--- config.mk ---
export PLATFORM = sky130hd
export DESIGN_NAME = cms_entry_ram
export DESIGN_NICKNAME = d
export VERILOG_FILES = /design/src/cms_pkg.sv /design/src/cms_entry_ram.sv
export SDC_FILE = /design/constraint.sdc
export NUM_CORES = 2
export LEC_CHECK = 0
export ABC_CLOCK_PERIOD_IN_PS = 3700
export BUFFER_PORTS_ARGS = -buffer_cell sky130_fd_sc_hd__clkbuf_2
export CAP_MARGIN = 20
export CELL_PAD_IN_SITES_DETAIL_PLACEMENT = 1
export CELL_PAD_IN_SITES_GLOBAL_PLACEMENT = 1
export CORE_ASPECT_RATIO = 1.5
export CORE_MARGIN = 2
export CORE_UTILIZATION = 51
export CTS_CLUSTER_SIZE = 10
export DETAILED_ROUTE_END_ITERATION = 7
export PLACE_DENSITY_LB_ADDON = 0.1
export SETUP_SLACK_MARGIN = 0.3
export SLEW_MARGIN = 30
export SYNTH_ARGS = -nofsm -noshare
export SYNTH_HDL_FRONTEND = slang
export SYNTH_SLANG_ARGS = --single-unit
--- constraint.sdc ---
create_clock -name clock -period 3.7 [get_ports clock]
set_input_delay 0.37 -clock clock [delete_from_list [all_inputs] [get_ports clock]]
set_output_delay 0.37 -clock clock [all_outputs]
set_load 0.01 [all_outputs]
--- src/cms_pkg.sv ---
package cms_pkg;

   localparam int COMMAND_W = 2;
   localparam int VALUE_W   = 32;
   localparam int INDEX_W   = 6;
   localparam int COUNT_W   = 7;
   localparam int STATUS_W  = 2;

   localparam logic [COMMAND_W-1:0] CMD_APPEND = 2'd0;
   localparam logic [COMMAND_W-1:0] CMD_REMOVE = 2'd1;
   localparam logic [COMMAND_W-1:0] CMD_READ   = 2'd2;

   localparam logic [STATUS_W-1:0] ST_OK    = 2'd0;
   localparam logic [STATUS_W-1:0] ST_FULL  = 2'd1;
   localparam logic [STATUS_W-1:0] ST_RANGE = 2'd2;

   typedef logic signed [VALUE_W-1:0] value_type;

endpackage

--- src/cms_entry_ram.sv ---
module cms_entry_ram import cms_pkg::*; #(
   parameter int DEPTH = 64,
   parameter int AW    = 6
) (
   input  logic          clock,
   input  logic          wr_en,
   input  logic [AW-1:0] wr_addr,
   input  value_type     wr_data,
   input  logic          rd_en,
   input  logic [AW-1:0] rd_addr,
   output value_type     rd_data
);

   value_type mem [DEPTH];
   value_type rd_data_ff;

   always_ff @(posedge clock) begin
      if (wr_en) begin
         mem[wr_addr] <= wr_data;
      end
      if (rd_en) begin
         rd_data_ff <= mem[rd_addr];
      end
   end

   assign rd_data = rd_data_ff;

endmodule

==> flow_summary.yaml <==
worst_setup_path:
  cpPeakStageDelay_ns: 0.75
  cp_data_required_time_ns: 4.27
  cp_common_cell: "a21oi_1"
  cp_top_family: "compound AO/OA/AOI/OAI gates"
  crit_chain: "buf_8 -> buf_12 -> buf_4 -> mux4_2 -> mux2i_1 -> a21oi_1 -> a21oi_1 -> nor2_1"
  path_buf_inv: 3
  path_depth: 8
  worstPathArrival_ns: 3.29
  endpoint: "rd_data[0]"
  path_max_fanout: 52
  cp-end-kind: "flip-flop"
  timing.rr.end: "rd_data[22]"
  crit_path_start: "rd_addr[0]"
  ff2ff_path_depth: 4
  startpoint_type: "input pin"
  slowest_stage: "a21oi_1"
  timing.rr.start: "mem[12][22]"
  worstSetupPathType: "input pin to flip-flop"
  reg2reg_slack_ns: 1.16
routing:
  wl_per_cell_um: 38.8
  post-route-drc-count: 0
  num_vias: 37700
  first_pass_iters: 5
  vias_per_cell: 6.52
  top_layer_used: "met5"
  wl_um: 224000
  wl_met1_um: 82300
  met2_length_um: 115000
  drtAntennaViolNets: 0
  met3_length_um: 14900
  drt_iter0_drc: 4381
clock_network:
  post_cts_resized: 0
  clk_pin_slew_ns: 0.06
  clockBufferDepth: 3
  clk_latency_ns: 0.86
  cts_tree: "yes"
  cts.sinks: 2080
  cts_root_buf: "clkbuf_16"
  cts_buffers: 226
  h-tree-depth: 4
floorplanning:
  die_w_um: 325
  coreArea_sq_um: 153000
  start_util_pct: 51.4
  num_rows: 176
  die_h_um: 486
  io_pins: 79
  die-area_sq_um: 158000
sta:
  finalCritPeriodShare_pct: 73.7
  worst_pin_slew_ns: 1.13
  setup_viol: 0
  rsz0062_at_grt: "no"
  skew_ns: 0.0307
  tns_ns: 0
  fmax_ghz: 0.367
  finalCriticalPeriod_ns: 2.73
  setup_ws_ns: 0.972
  slew_violations: 0
  hold_viol_final: 0
  hold_ws_ns: 0.0597
  slew_headroom_pct: 24.3
pwr:
  max-vdd-ir-drop_v: 0.000451
  leakagePower_uw: 0.0281
  power_per_cell_area_nw_per_um2: 538
finish:
  final_common_cell: "edfxtp_1"
  drive_above_1_share_pct: 32.0
  nNetsFinal: 3751
  final_cell_mix: "edfxtp_1, mux4_2, clkbuf_16"
  syn_to_final_growth_pct: 14.0
  final_cell_count_no_fill: 5772
global_routing:
  grt_max_degree: 65
  antenna_found_initial: 18
  grt_pass1_vias: 40500
  global_route.usage.total_pct: 29.0
  grt-ovfl-total: 0
  grt_pass1_wl_um: 315000
worst_hold_path:
  holdCritPathClass: "input pin to flip-flop"
placement:
  pre_cts_ws_ns: 0.159
  dpl.hpwl_um: 133000
  place_congestion: 0.811
  port_buffers: 78
  dpl.cell_count: 5520
synthesis:
  syn_area_sq_um: 78800
  synth.largest_area_cell: "edfxtp_1"
  synth_nets: 3371
  synth_cell_types: 33
  synthTopCellsByArea: "edfxtp_1, mux4_2, mux2i_1"
  synth_top_area_share_pct: 79.2
  syn_area_per_cell_sq_um: 23.7
  async_flop_share_pct: 0
  synth_seq_area_share_pct: 79.2
  ys.flop_type: "edfxtp_1"
  syn_inst: 3324
  yosys_warnings: 0
  ys_ff_latch: 2080
  synth_edf_count: 2080
flow_run:
  maxCapViolations: 0
status:
  status: "completed"
==> logic make-up (layout without fill, tap and decap cells) <==
logic type             after synthesis  after routing  share of synthesized area (%)
multiplexers                       637            637                           16.7
AO/OA/AOI/OAI                      202            202                           1.67
flip-flops                        2080           2080                           79.2
buffers and inverters              182            580                           1.12
AND/OR/NAND/NOR                    223            223                           1.26
other                                0              3                              0
==> state kept, by name, indices dropped and copies added, names as in the netlist <==
name     cells
mem       2048
rd_data     32
==> timing repair <==
| item | 4_1_cts | 5_1_grt |
|---|---|---|
| buffers inserted | 0 | 0 |
| hold endpoints to repair | 9 | 1 |
| hold buffers | 1 | 1 |
==> metrics by stage <==
| step | power [uW] | utilization [%] | area (sq um) |
|---|---|---|---|
| final | 48300 | 58.5 | 89800 |
| after global routing | 49500 | 58.5 | 89800 |
| after global placement | 29400 | 54.6 | 83800 |
| after detailed placement | 29500 | 54.6 | 83800 |
| after floorplan | 28000 | - | 78800 |
| after CTS | 48700 | 58.5 | 89800 |
==> Yosys cell counts, types with 21 or more instances <==
| cell | n |
|---|---|
| nand2_1 | 26 |
| o221ai_1 | 27 |
| edfxtp_1 | 2080 |
| buf_4 | 25 |
| nor2_1 | 137 |
| buf_1 | 21 |
| mux4_2 | 544 |
| a21oi_1 | 62 |
| buf_2 | 57 |
| o22ai_1 | 84 |
| mux2i_1 | 93 |
| clkbuf_1 | 74 |
==> metal layers <==
layer | GRT usage, % | vias up
met5 | 0 | -
met4 | 13.9 | 8
met3 | 4.33 | 377
met2 | 49.3 | 1655
met1 | 36.8 | 20700
li1 | - | 14900
==> power by group <==
part	switching, uW	leakage [uW]	internal (uW)
clock network	8440	0.00292	10900
logic	1730	0.00645	979
registers	92.5	0.0187	26200
total	10300	0.0281	38100
==> worst min path at each step <==
stage	start	endpoint	slack, ns	depth (start not counted)
global placement	wr_data[15]	mem[54][15]	0.71	1
finish	wr_data[30]	mem[36][30]	0.06	1
detailed placement	wr_data[15]	mem[54][15]	0.71	1
global route	wr_data[30]	mem[36][30]	0.07	1
floorplan	wr_data[0]	mem[0][0]	0.47	0
CTS	wr_data[30]	mem[36][30]	0.02	1
==> area by class of cell <==
| type | instances | area [sq um] |
|---|---|---|
| Sequential cell | 2080 | 62500 |
| Clock inverter | 11 | 139 |
| Antenna cell | 3 | 7.51 |
| Fill cell | 12400 | 63700 |
| Tap cell | 2047 | 2560 |
| Multi-Input combinational cell | 1062 | 16000 |
| Clock buffer | 235 | 5820 |
| Timing Repair Buffer | 334 | 2860 |
(Power assumes the default switching activity.)
